`src/rtl/core/ssgh_pkg.sv`:
```
// Package for the gap-halving shell sorter: widths, microcode step codes,
// control word and status types, and the microcode table.
// Depends on nothing; used by every file in rtl/core.
package ssgh_pkg;

   // Field widths fixed by the interface
   localparam int DATA_W       = 32;
   localparam int COUNT_W      = 16;
   localparam int MOVE_W       = 18;
   localparam int SET_SIZE_DEF = 16;

   // Microcode step addresses
   typedef enum logic [3:0] {
      S_IDLE       = 4'd0,
      S_INIT       = 4'd1,
      S_GAP        = 4'd2,
      S_PASS_START = 4'd3,
      S_READ       = 4'd4,
      S_CMP        = 4'd5,
      S_SWAP       = 4'd6,
      S_PASS_END   = 4'd7,
      S_PASS_BACK  = 4'd8,
      S_EMIT_READ  = 4'd9,
      S_EMIT_OUT   = 4'd10,
      S_EMIT_DONE  = 4'd11
   } step_type;

   // Jump conditions; false falls through to the next step
   typedef enum logic [2:0] {
      C_NONE,
      C_ALWAYS,
      C_NOT_SET_DONE,
      C_GAP_DONE,
      C_MORE_PAIRS,
      C_SWAPPED,
      C_NOT_LAST
   } cond_type;

   // One microcode word
   typedef struct packed {
      cond_type jump_cond;
      step_type target;
      logic     gap_load;
      logic     gap_halve;
      logic     idx_clear;
      logic     idx_inc;
      logic     rd_en;
      logic     cmp_en;
      logic     swap_en;
      logic     pass_clear;
      logic     emit;
      logic     count_clear;
   } ctrl_word_type;

   // Datapath status seen by the sequencer
   typedef struct packed {
      logic set_done;
      logic gap_done;
      logic more_pairs;
      logic swapped;
      logic last_idx;
   } dp_status_type;

   // Microcode table
   function automatic ctrl_word_type ucode_rom(input step_type step);
      ctrl_word_type w;
      w = '{jump_cond: C_NONE, target: S_IDLE, default: 1'b0};
      case (step)
         S_IDLE: begin
            w.jump_cond = C_NOT_SET_DONE;
            w.target    = S_IDLE;
         end
         S_INIT: begin
            w.gap_load    = 1'b1;
            w.count_clear = 1'b1;
         end
         S_GAP: begin
            w.gap_halve = 1'b1;
            w.idx_clear = 1'b1;
            w.jump_cond = C_GAP_DONE;
            w.target    = S_EMIT_READ;
         end
         S_PASS_START: begin
            w.pass_clear = 1'b1;
            w.idx_clear  = 1'b1;
         end
         S_READ: begin
            w.rd_en = 1'b1;
         end
         S_CMP: begin
            w.cmp_en = 1'b1;
         end
         S_SWAP: begin
            w.swap_en   = 1'b1;
            w.idx_inc   = 1'b1;
            w.jump_cond = C_MORE_PAIRS;
            w.target    = S_READ;
         end
         S_PASS_END: begin
            w.jump_cond = C_SWAPPED;
            w.target    = S_PASS_START;
         end
         S_PASS_BACK: begin
            w.jump_cond = C_ALWAYS;
            w.target    = S_GAP;
         end
         S_EMIT_READ: begin
            w.rd_en = 1'b1;
         end
         S_EMIT_OUT: begin
            w.emit      = 1'b1;
            w.idx_inc   = 1'b1;
            w.jump_cond = C_NOT_LAST;
            w.target    = S_EMIT_READ;
         end
         S_EMIT_DONE: begin
            w.jump_cond = C_ALWAYS;
            w.target    = S_IDLE;
         end
         default: begin
            w.jump_cond = C_ALWAYS;
            w.target    = S_IDLE;
         end
      endcase
      return w;
   endfunction

endpackage

```
`src/rtl/core/shell_sorter_gap_halving.sv`:
```
// Top level of the gap-halving shell sorter: order register, sequencer
// and datapath. Depends on ssgh_pkg, ssgh_seq and ssgh_dp.
//
//  channel   ports                         transfer
//  request   start, busy, req_*            start high and busy low
//  result    rsp_strobe, rsp_*             one cycle per result, no stall
//  csr       csr_valid, csr_ready, csr_*   csr_valid and csr_ready high
//
// Loading accepts one request per cycle while busy is low; requests can
// follow back to back. After the last request of a set busy stays high
// through the sort, each gap stage and each pass of compares, and then
// through the output of the results.
// Reset clears the step counter, load count and sort counters, not memory.
// Results cannot be stalled; the order register is written only while idle.
module shell_sorter_gap_halving #(
   parameter int SET_SIZE = ssgh_pkg::SET_SIZE_DEF
) (
   input  logic                               clock,
   input  logic                               reset,
   input  logic                               start,
   output logic                               busy,
   input  logic signed [ssgh_pkg::DATA_W-1:0] req_element_value,
   output logic                               rsp_strobe,
   output logic signed [ssgh_pkg::DATA_W-1:0] rsp_sorted_value,
   output logic                               rsp_last_of_set,
   output logic [ssgh_pkg::COUNT_W-1:0]       rsp_comparison_count,
   output logic [ssgh_pkg::COUNT_W-1:0]       rsp_swap_count,
   output logic [ssgh_pkg::MOVE_W-1:0]        rsp_movement_count,
   input  logic                               csr_valid,
   output logic                               csr_ready,
   input  logic                               csr_sort_descending
);

   ssgh_pkg::ctrl_word_type ctrl;
   ssgh_pkg::dp_status_type status;
   logic                    descending_ff;
   logic                    accept;

   assign accept    = start && !busy;
   assign csr_ready = !busy;

   // Sort order register
   always_ff @(posedge clock) begin
      if (reset) begin
         descending_ff <= 1'b0;
      end else if (csr_valid && csr_ready) begin
         descending_ff <= csr_sort_descending;
      end
   end

   ssgh_seq u_seq (
      .clock  (clock),
      .reset  (reset),
      .status (status),
      .ctrl   (ctrl),
      .busy   (busy)
   );

   ssgh_dp #(
      .SET_SIZE (SET_SIZE)
   ) u_dp (
      .clock      (clock),
      .reset      (reset),
      .ctrl       (ctrl),
      .load_en    (accept),
      .load_value (req_element_value),
      .descending (descending_ff),
      .status     (status),
      .out_value  (rsp_sorted_value),
      .comp_count (rsp_comparison_count),
      .swap_count (rsp_swap_count),
      .move_count (rsp_movement_count)
   );

   // Result strobe and end-of-set mark
   assign rsp_strobe      = ctrl.emit;
   assign rsp_last_of_set = status.last_idx;

   // Checks
   a_strobe_busy: assert property (@(posedge clock) disable iff (reset)
      rsp_strobe |-> busy)
      else $error("result strobe while idle");

   a_last_gap: assert property (@(posedge clock) disable iff (reset)
      (rsp_strobe && rsp_last_of_set) |=> !rsp_strobe)
      else $error("result after end of set");

   a_swaps_le_comps: assert property (@(posedge clock) disable iff (reset)
      rsp_strobe |-> (rsp_swap_count <= rsp_comparison_count))
      else $error("more swaps than comparisons");

   a_strobe_spacing: assert property (@(posedge clock) disable iff (reset)
      rsp_strobe |=> !rsp_strobe)
      else $error("results in adjacent cycles");

endmodule

```
`src/rtl/core/ssgh_seq.sv`:
```
// Microcode sequencer: step counter, table lookup and conditional jumps.
// Depends on ssgh_pkg.
module ssgh_seq (
   input  logic                   clock,
   input  logic                   reset,
   input  ssgh_pkg::dp_status_type status,
   output ssgh_pkg::ctrl_word_type ctrl,
   output logic                   busy
);

   ssgh_pkg::step_type upc_ff;
   ssgh_pkg::step_type upc_in;
   logic               take_jump;

   // Control word for the current step
   assign ctrl = ssgh_pkg::ucode_rom(upc_ff);
   assign busy = (upc_ff != ssgh_pkg::S_IDLE);

   // Jump condition select and next step
   always_comb begin
      case (ctrl.jump_cond)
         ssgh_pkg::C_NONE:         take_jump = 1'b0;
         ssgh_pkg::C_ALWAYS:       take_jump = 1'b1;
         ssgh_pkg::C_NOT_SET_DONE: take_jump = !status.set_done;
         ssgh_pkg::C_GAP_DONE:     take_jump = status.gap_done;
         ssgh_pkg::C_MORE_PAIRS:   take_jump = status.more_pairs;
         ssgh_pkg::C_SWAPPED:      take_jump = status.swapped;
         ssgh_pkg::C_NOT_LAST:     take_jump = !status.last_idx;
         default:                  take_jump = 1'b1;
      endcase
      if (take_jump) begin
         upc_in = ctrl.target;
      end else begin
         upc_in = ssgh_pkg::step_type'(upc_ff + 4'd1);
      end
   end

   // Step counter
   always_ff @(posedge clock) begin
      if (reset) begin
         upc_ff <= ssgh_pkg::S_IDLE;
      end else begin
         upc_ff <= upc_in;
      end
   end

endmodule

```
`src/rtl/core/ssgh_dp.sv`:
```
// Sorter datapath: element memory with two registered read ports, gap and
// index registers, compare-exchange logic and saturating counters.
// Depends on ssgh_pkg; driven by ssgh_seq control words.
module ssgh_dp #(
   parameter int SET_SIZE = ssgh_pkg::SET_SIZE_DEF
) (
   input  logic                          clock,
   input  logic                          reset,
   input  ssgh_pkg::ctrl_word_type        ctrl,
   input  logic                          load_en,
   input  logic signed [ssgh_pkg::DATA_W-1:0] load_value,
   input  logic                          descending,
   output ssgh_pkg::dp_status_type        status,
   output logic signed [ssgh_pkg::DATA_W-1:0] out_value,
   output logic [ssgh_pkg::COUNT_W-1:0]  comp_count,
   output logic [ssgh_pkg::COUNT_W-1:0]  swap_count,
   output logic [ssgh_pkg::MOVE_W-1:0]   move_count
);

   localparam int IDX_W = $clog2(SET_SIZE);
   localparam int GAP_W = $clog2(SET_SIZE + 1);
   localparam int SUM_W = $clog2(2 * SET_SIZE + 2);
   localparam logic [ssgh_pkg::COUNT_W-1:0] COUNT_MAX = '1;

   logic signed [ssgh_pkg::DATA_W-1:0] store_mem [SET_SIZE];
   logic signed [ssgh_pkg::DATA_W-1:0] rd_a_ff;
   logic signed [ssgh_pkg::DATA_W-1:0] rd_b_ff;

   logic [IDX_W-1:0]           load_cnt_ff;
   logic [IDX_W-1:0]           idx_ff;
   logic [GAP_W-1:0]           gap_ff;
   logic                       swapped_ff;
   logic                       ooo_ff;
   logic [ssgh_pkg::COUNT_W-1:0] comp_ff;
   logic [ssgh_pkg::COUNT_W-1:0] swap_ff;

   logic                       load_last;
   logic [SUM_W-1:0]           sum_b;
   logic [SUM_W-1:0]           sum_next;
   logic [IDX_W-1:0]           addr_b;
   logic                       out_of_order;
   logic                       wr_en;
   logic [IDX_W-1:0]           wr_addr;
   logic signed [ssgh_pkg::DATA_W-1:0] wr_data;

   // Address arithmetic
   assign load_last = (load_cnt_ff == IDX_W'(SET_SIZE - 1));
   assign sum_b     = SUM_W'(idx_ff) + SUM_W'(gap_ff);
   assign sum_next  = sum_b + SUM_W'(1);
   assign addr_b    = sum_b[IDX_W-1:0];

   // Pair is out of order for the chosen direction
   assign out_of_order = descending ? (rd_b_ff > rd_a_ff) : (rd_a_ff > rd_b_ff);

   // Write port: load, then the two halves of an exchange
   always_comb begin
      wr_en   = 1'b0;
      wr_addr = load_cnt_ff;
      wr_data = load_value;
      if (load_en) begin
         wr_en = 1'b1;
      end else if (ctrl.cmp_en && out_of_order) begin
         wr_en   = 1'b1;
         wr_addr = idx_ff;
         wr_data = rd_b_ff;
      end else if (ctrl.swap_en && ooo_ff) begin
         wr_en   = 1'b1;
         wr_addr = addr_b;
         wr_data = rd_a_ff;
      end
   end

   // Element memory
   always_ff @(posedge clock) begin
      if (wr_en) begin
         store_mem[wr_addr] <= wr_data;
      end
      if (ctrl.rd_en) begin
         rd_a_ff <= store_mem[idx_ff];
         rd_b_ff <= store_mem[addr_b];
      end
   end

   // Control registers and counters
   always_ff @(posedge clock) begin
      if (reset) begin
         load_cnt_ff <= '0;
         idx_ff      <= '0;
         gap_ff      <= '0;
         swapped_ff  <= 1'b0;
         ooo_ff      <= 1'b0;
         comp_ff     <= '0;
         swap_ff     <= '0;
      end else begin
         if (load_en) begin
            load_cnt_ff <= load_last ? '0 : load_cnt_ff + IDX_W'(1);
         end
         if (ctrl.idx_clear) begin
            idx_ff <= '0;
         end else if (ctrl.idx_inc) begin
            idx_ff <= idx_ff + IDX_W'(1);
         end
         if (ctrl.gap_load) begin
            gap_ff <= GAP_W'(SET_SIZE);
         end else if (ctrl.gap_halve && !status.gap_done) begin
            gap_ff <= gap_ff >> 1;
         end
         if (ctrl.pass_clear) begin
            swapped_ff <= 1'b0;
         end else if (ctrl.swap_en && ooo_ff) begin
            swapped_ff <= 1'b1;
         end
         if (ctrl.cmp_en) begin
            ooo_ff <= out_of_order;
         end
         if (ctrl.count_clear) begin
            comp_ff <= '0;
            swap_ff <= '0;
         end else begin
            if (ctrl.cmp_en && comp_ff != COUNT_MAX) begin
               comp_ff <= comp_ff + ssgh_pkg::COUNT_W'(1);
            end
            if (ctrl.swap_en && ooo_ff && swap_ff != COUNT_MAX) begin
               swap_ff <= swap_ff + ssgh_pkg::COUNT_W'(1);
            end
         end
      end
   end

   // Status to the sequencer
   assign status.set_done   = load_en && load_last;
   assign status.gap_done   = (gap_ff <= GAP_W'(1));
   assign status.more_pairs = (sum_next < SUM_W'(SET_SIZE));
   assign status.swapped    = swapped_ff;
   assign status.last_idx   = (idx_ff == IDX_W'(SET_SIZE - 1));

   // Result fields; moves are three per exchange
   assign out_value  = rd_a_ff;
   assign comp_count = comp_ff;
   assign swap_count = swap_ff;
   assign move_count = {1'b0, swap_ff, 1'b0} + ssgh_pkg::MOVE_W'(swap_ff);

endmodule

```
`config.mk`:
```
export PLATFORM = sky130hd
export DESIGN_NAME = shell_sorter_gap_halving
export DESIGN_NICKNAME = d
export VERILOG_FILES = /design/src/rtl/core/ssgh_pkg.sv /design/src/rtl/core/shell_sorter_gap_halving.sv /design/src/rtl/core/ssgh_seq.sv /design/src/rtl/core/ssgh_dp.sv
export SDC_FILE = /design/constraint.sdc
export NUM_CORES = 1
export LEC_CHECK = 0
export BUFFER_PORTS_ARGS = -buffer_cell sky130_fd_sc_hd__buf_2
export CORE_UTILIZATION = 30
export CTS_BUF_LIST = sky130_fd_sc_hd__clkbuf_2 sky130_fd_sc_hd__clkbuf_4 sky130_fd_sc_hd__clkbuf_8
export DETAILED_ROUTE_END_ITERATION = 10
export GPL_TIMING_DRIVEN = 0
export HOLD_SLACK_MARGIN = 0.1
export SLEW_MARGIN = 20
export SYNTH_ARGS = -nofsm -noshare
export SYNTH_HDL_FRONTEND = slang
export SYNTH_SLANG_ARGS = --single-unit
```
`constraint.sdc`:
```
create_clock -name clock -period 8.3 [get_ports clock]
set_input_delay 0.415 -clock clock [delete_from_list [all_inputs] [get_ports clock]]
set_output_delay 0.415 -clock clock [all_outputs]
set_load 0.02 [all_outputs]
```
Word-level counts from Yosys, hierarchy flattened
Memory sizes are Yosys's and may differ from the RTL's. A register that Yosys moved wholly into a read port is not among the register bits.
Index checks and enable logic that the tools add are counted.
{"block": "word_totals", "latchBits": 0, "wordCells": 92, "input_bits": 37, "ram_bits": 512, "n_memories": 1, "romBits": 0, "out_inout_bits": 86, "ff_bits": 52}
{"block": "classes", "shift": 0, "multipliers": 0, "n_mux": 27, "div": 0, "reduce_logical": 23, "addsub": 8, "order_cmp": 4, "eq_ne": 19, "n_bitwise": 0}
{"memory": "u_dp.store_mem", "words": 16, "word_bits": 32, "read_ports": 2, "rd_ports_with_merged_regs": 2, "write_ports": 1, "line": "ssgh_dp.sv:25", "source": "logic signed [ssgh_pkg::DATA_W-1:0] store_mem [SET_SIZE];"}
{"cell": "32-bit two-way mux", "count": 3}
{"cell": "32-bit greater-than comparator", "count": 2}
{"cell": "7-bit one-hot mux with 7 select lines", "count": 1}
{"cell": "16-bit by 1-bit adder with 16-bit output (second input constant)", "count": 2}
{"cell": "16-bit inequality test (second input constant)", "count": 2}
{"cell": "4-bit == test (second input constant)", "count": 5}
{"cell": "4-bit two-way mux", "count": 5}
{"cell": "17-bit by 16-bit adder with 18-bit output", "count": 1}
{"cell": "4-bit by 3-bit == test with 1-bit output (second input constant)", "count": 4}
{"cell": "1-bit two-way mux", "count": 15}
{"cell": "4-bit by 1-bit adder with 4-bit output (second input constant)", "count": 3}
{"cell": "2-bit OR reduction", "count": 6}
{"cell": "5-bit two-way mux", "count": 2}
{"cell": "3-bit == test (second input constant)", "count": 3}
{"cell": "4-bit by 2-bit == test with 1-bit output (second input constant)", "count": 2}
{"cell": "1-bit logical AND", "count": 8}
{"cell": "4-bit by 5-bit adder with 6-bit output", "count": 1}
{"cell": "6-bit by 1-bit adder with 6-bit output (second input constant)", "count": 1}
{"cell": "3-bit by 2-bit == test with 1-bit output (second input constant)", "count": 2}
{"cell": "6-bit by 5-bit less-than comparator with 1-bit output (second input constant)", "count": 1}
{"cell": "1-bit one-hot mux with 6 select lines", "count": 1}
{"cell": "5-bit by 1-bit <= comparator with 1-bit output (second input constant)", "count": 1}
{"cell": "5-bit OR reduction", "count": 1}
{"cell": "4-bit by 1-bit == test with 1-bit output (second input constant)", "count": 1}
{"cell": "5 further kinds", "count": 8}

Depth between registers and ports, before layout
{"block": "logic_depth", "word_depth": 8, "mapped_depth": 13, "depth_no_buf": 11}

Hierarchy
From an unflattened synthesis, not the netlist that was laid out.
{"block": "hier_totals", "cells_unflattened": 1701, "hier_area_um2": 30051.3}
{"mod": "ssgh_dp", "cells_per_inst": 1616, "n_inst": 1, "area_each_um2": 29390.7}
{"mod": "ssgh_seq", "cells_per_inst": 78, "n_inst": 1, "area_each_um2": 601.8}
{"mod": "shell_sorter_gap_halving", "cells_per_inst": 7, "n_inst": 1, "area_each_um2": 58.8}

Least setup slack after synthesis
OpenSTA, ideal clock, no wires.
{"block": "synth_path", "path_kind": "reg-to-reg", "start": "register u_dp.idx_ff[1]", "end": "memory u_dp.store_mem[12][0] in the netlist's numbering (enable)", "path_slack_ns": 1.734, "n_path_buf": 6, "arrival_ns": 6.065, "setup_ns": 0.501, "required_time_ns": 7.799, "stages_incl_launch_ff": 12, "period_less_slack_ns": 6.566, "path_cell_list": "dfxtp_1 clkbuf_1 clkbuf_1 clkbuf_1 inv_1 fa_1 clkbuf_1 clkbuf_1 clkbuf_1 a21oi_1 a221o_1 nor4_1"}
{"block": "synth_between", "elab_chain_len": 4}
{"element": "from (decl)", "line": "ssgh_dp.sv:30", "source": "logic [IDX_W-1:0] idx_ff;"}
{"element": "from (signal assigned)", "line": "ssgh_dp.sv:101", "source": "idx_ff <= idx_ff + IDX_W'(1);"}
{"element": "4-bit by 5-bit adder with 6-bit output", "line": "ssgh_dp.sv:48", "source": "assign sum_b = SUM_W'(idx_ff) + SUM_W'(gap_ff);"}
{"element": "4-bit two-way mux", "line": "ssgh_dp.sv:66", "source": "end else if (ctrl.swap_en && ooo_ff) begin"}
{"element": "4-bit two-way mux *", "line": "ssgh_dp.sv:62", "source": "end else if (ctrl.cmp_en && out_of_order) begin"}
{"element": "4-bit two-way mux *", "line": "ssgh_dp.sv:60", "source": "if (load_en) begin"}
{"element": "to (decl)", "line": "ssgh_dp.sv:25"}
Every way passes the cells marked *; elsewhere a longest branch is shown, timed or not.

Final worst setup path
{"block": "layout_path", "start": "register u_dp.idx_ff[1]", "end": "memory u_dp.store_mem[13][16] in the netlist's numbering (enable)"}
Same word-level chain as after synthesis.

==> impl_metrics.prom <==
# TYPE chip_impl_metric gauge
chip_impl_metric{name="maxCapViolations",unit=""} 0
chip_impl_metric{name="cts_buffers",unit=""} 103
chip_impl_metric{name="synth.lib_cells_used.distinct",unit=""} 63
chip_impl_info{name="max_stage_delay_cell_worst_path",value="sky130_fd_sc_hd__clkbuf_1"} 1
chip_impl_info{name="synth_top_cells_by_count",value="576 x sky130_fd_sc_hd__edfxtp_1, 320 x sky130_fd_sc_hd__mux4_2, 121 x sky130_fd_sc_hd__nand2_1"} 1
chip_impl_metric{name="min_setup_slack_post_route",unit="ns"} 1.17
chip_impl_info{name="cell_with_the_most_instances_after_synthesis",value="sky130_fd_sc_hd__edfxtp_1"} 1
chip_impl_info{name="worstSetupPathType",value="reg -> reg"} 1
chip_impl_info{name="crit_top_cell",value="sky130_fd_sc_hd__clkbuf_1"} 1
chip_impl_metric{name="area_delta_synth_final",unit="%"} 18.2
chip_impl_metric{name="maxSlewViolCount",unit=""} 0
chip_impl_metric{name="finalCritPeriodShare",unit="%"} 85.9
chip_impl_metric{name="worst_path_arrival",unit="ns"} 7.57
chip_impl_metric{name="cts-htree-levels",unit=""} 3
chip_impl_metric{name="maximum_number_of_pins_on_one_net_before_global_route_repair",unit=""} 41
chip_impl_metric{name="p_leak",unit="nW"} 11.9
chip_impl_metric{name="die-width",unit="microns"} 318
chip_impl_metric{name="max-clock-path-buffers",unit=""} 3
chip_impl_metric{name="grt.met2_usage",unit="%"} 30.5
chip_impl_metric{name="maxClockFrequency",unit="GHz"} 0.140
chip_impl_metric{name="postLayoutCellArea",unit="sq um"} 35300
chip_impl_info{name="worst_setup_path_end_kind",value="flip-flop"} 1
chip_impl_metric{name="port-buffer-count",unit=""} 122
chip_impl_metric{name="final.fill_count",unit=""} 9192
chip_impl_metric{name="yosys_register_bits",unit=""} 628
chip_impl_metric{name="post_cts_resized",unit=""} 0
chip_impl_metric{name="synth.avg_cell_area",unit="sq um"} 17.6
chip_impl_info{name="rsz_0062_raised_after_global_routing",value="no"} 1
chip_impl_metric{name="totalWireLength",unit="microns"} 93700
chip_impl_info{name="largest_area_contributor_in_the_synthesized_netlist",value="sky130_fd_sc_hd__edfxtp_1"} 1
chip_impl_metric{name="drtAntennaViolNets",unit=""} 0
chip_impl_metric{name="floorplan.initialDensity",unit="%"} 30.3
chip_impl_metric{name="global_route.usage.met1",unit="%"} 23.3
chip_impl_metric{name="max_slew.worst_pin.slew",unit="ns"} 1.17
chip_impl_metric{name="fp.coreArea",unit="sq um"} 98600
chip_impl_metric{name="clkTransAtPathRegs",unit="ns"} 0.06
chip_impl_metric{name="yosysWarnings",unit=""} 0
chip_impl_info{name="clock-root-buffer",value="sky130_fd_sc_hd__clkbuf_8"} 1
chip_impl_metric{name="detail_route.first_pass.iterations",unit=""} 7
chip_impl_metric{name="number_of_vias_per_cell_after_detailed_routing",unit=""} 5.58
chip_impl_metric{name="syn_area",unit="sq um"} 29900
chip_impl_metric{name="drive_gt1_share",unit="%"} 39.5
chip_impl_info{name="hold_path.class",value="in -> reg"} 1
chip_impl_metric{name="relSlewSlack",unit="%"} 21.8
chip_impl_metric{name="postSynth.asyncResetShare",unit="%"} 0
chip_impl_metric{name="regArea",unit="sq um"} 18300
chip_impl_info{name="ys_dominant_reg_cell",value="sky130_fd_sc_hd__edfxtp_1"} 1
chip_impl_metric{name="placedInstanceArea",unit="sq um"} 33100
chip_impl_metric{name="layout.cells.non_filler",unit=""} 3433
chip_impl_metric{name="wire_length_of_the_first_global_routing_pass",unit="microns"} 134000
chip_impl_metric{name="number_of_antenna_violations_at_the_first_check_in_global_routing",unit=""} 3
chip_impl_metric{name="final_hold_viol_count",unit=""} 0
chip_impl_metric{name="postSynthNetCount",unit=""} 1794
chip_impl_metric{name="sequential_area_share_after_synthesis",unit="%"} 61.3
chip_impl_metric{name="clock_insertion_delay_worst_skew",unit="ns"} 0.74
chip_impl_metric{name="placedCellCount",unit=""} 3245
chip_impl_metric{name="min_period",unit="ns"} 7.13
chip_impl_metric{name="fin_worst_skew",unit="ns"} 0.0605
chip_impl_metric{name="post-route-drc-count",unit=""} 0
chip_impl_info{name="netlist_top_cells_area",value="sky130_fd_sc_hd__edfxtp_1 58%, sky130_fd_sc_hd__mux4_2 24%, sky130_fd_sc_hd__dfxtp_1 3.5%"} 1
chip_impl_metric{name="dp_slack",unit="ns"} 1.22
chip_impl_metric{name="finalSetupViolCount",unit=""} 0
chip_impl_metric{name="routedWlPerCell",unit="microns"} 27.3
chip_impl_metric{name="synthCells",unit=""} 1695
chip_impl_metric{name="vdd_ir_drop_max",unit="mV"} 0.132
chip_impl_metric{name="multiInputGateArea",unit="sq um"} 11200
chip_impl_metric{name="die_y",unit="microns"} 318
chip_impl_metric{name="crit_required",unit="ns"} 8.74
chip_impl_metric{name="vias_in_the_first_global_route",unit=""} 19300
chip_impl_metric{name="gp_congestion",unit=""} 0.872
chip_impl_info{name="run_status",value="finished, final reports clean"} 1
chip_impl_info{name="global_route.peak_usage_layer",value="met2"} 1
chip_impl_info{name="critPathLaunchType",value="flip-flop"} 1
chip_impl_metric{name="design.final.nets",unit=""} 2167
chip_impl_metric{name="crit_path_max_fanout",unit=""} 10
chip_impl_metric{name="synth_top_area_share",unit="%"} 57.8
chip_impl_metric{name="grt_remaining_overflow",unit=""} 0
chip_impl_metric{name="synth_enable_flop_cells",unit=""} 576
chip_impl_info{name="tritoncts",value="yes"} 1
chip_impl_metric{name="via_total_after_detailed_routing",unit=""} 19100
chip_impl_metric{name="hpwl",unit="microns"} 65100
chip_impl_info{name="cp_cell_sequence",value="clkbuf_1 -> clkbuf_1 -> clkbuf_1 -> inv_1 -> fa_1 -> clkbuf_1 -> clkbuf_1 -> clkbuf_1 -> a21oi_1 -> a221o_1 -> nor4_2 -> buf_4 -> buf_2 -> buf_6 -> buf_4 -> buf_4"} 1
chip_impl_metric{name="grt.met3_usage",unit="%"} 4.78
chip_impl_metric{name="power_density",unit="nW/um^2"} 178
chip_impl_metric{name="grt_util_overall",unit="%"} 18.3
chip_impl_metric{name="io_pins",unit=""} 123
chip_impl_metric{name="slowest_delay",unit="ns"} 0.70
chip_impl_metric{name="drtIter0Drc",unit=""} 2493
chip_impl_metric{name="rows",unit=""} 115
chip_impl_metric{name="fp.dieArea",unit="sq um"} 101000
chip_impl_metric{name="cts.sinks",unit=""} 628
[report_power, final]
| group | internal (W) | total (W) | leakage (nW) | switching, W |
|---|---|---|---|---|
| Sequential | 0.00348 | 0.00349 | 5.62 | 0.0000119 |
| Combinational | 0.0000685 | 0.000167 | 5.24 | 0.0000984 |
| Clock | 0.00137 | 0.00263 | 1.03 | 0.00126 |
| Total | 0.00492 | 0.00629 | 11.9 | 0.00137 |
[metrics by stage]
stage	utilization, %	power, W	hold slack, ns	TNS (ns)
after detailed placement	33.6	0.00372	0.467	0
after floorplan	-	0.00365	0.445	0
after CTS	35.6	0.00632	0.390	0
after global placement	32.6	0.00370	0.465	-2516.51
after global routing	35.9	0.00646	0.325	0
final	35.9	0.00629	0.323	0
[sequential cells by signal, indices dropped and copies added, names as in the netlist]
name	flops
u_dp.load_cnt_ff	4
u_dp.rd_b_ff	32
u_dp.swapped_ff	1
descending_ff	1
u_dp.idx_ff	4
u_dp.ooo_ff	1
u_dp.gap_ff	5
u_dp.store_mem	512
u_dp.swap_count	16
u_seq.upc_ff	4
u_dp.comp_count	16
u_dp.out_value	32
[metal layers]
metal,vias to the layer above,wire (microns)
li1,7764,-
met1,9968,35800
met2,1226,46100
met3,187,9390
met4,0,2430
met5,-,0
[logic make-up after synthesis]
| logic type | count (synthesis) | synth area share [%] |
|---|---|---|
| AOI/OAI and AO/OA | 129 | 2.80 |
| muxes | 335 | 24.7 |
| DFF | 628 | 61.3 |
| adders and majority gates | 62 | 2.64 |
| xor gates and xnor gates | 47 | 1.38 |
| buffers and inverters | 161 | 2.14 |
| and+or+nand+nor | 333 | 5.06 |
[cell usage in the layout (no fill, tap or decap), drive strengths merged, types with 20 or more instances in the layout]
cell type | synthesis | routed
nor4 | 20 | 20
dfxtp | 52 | 52
a21oi | 34 | 34
clkbuf | 62 | 202
ha | 60 | 60
buf | 41 | 302
xnor2 | 25 | 25
edfxtp | 576 | 576
mux4 | 320 | 320
nor2 | 108 | 108
xor2 | 22 | 22
nand2 | 121 | 121
inv | 58 | 64
nand3 | 23 | 23
a31oi | 34 | 34
clkinv | 0 | 34
[path summary, 6_finish.rpt]
kind	cells after the start	startpoint	end	slack, ns
min reg2reg	2	u_dp.ooo_ff	u_dp.ooo_ff	0.48
max reg2reg	16	u_dp.idx_ff[1]	u_dp.store_mem[13][16]	1.17
min	3	req_element_value[18]	u_dp.store_mem[9][18]	0.32
max	16	u_dp.idx_ff[1]	u_dp.store_mem[13][16]	1.17
[layout make-up]
type	instances	share of cell area (%)
antenna	2	0.0142
buffer	103	1.30
clock buffer	138	4.81
clock inverter	43	0.747
inverter	58	0.616
multi-input combinational	906	31.8
sequential	628	51.9
tap	1287	4.56
timing repair buffer	268	4.26
[what timing repair did]
| action | in CTS | in global routing |
|---|---|---|
| buffers inserted | 0 | 0 |
| hold buffers | 5 | 0 |
| endpoints found under the hold margin | 4 | 0 |
[worst max-delay path, delay by kind of cell, from the launching register on]
family	cells	cell delay, ns
and+or+nand+nor	1	0.65
buffers and inverters	12	4.57
DFF	1	0.49
AOI/OAI and AO/OA	2	0.61
adders and majority gates	1	0.55
(Power assumes the default switching activity.)
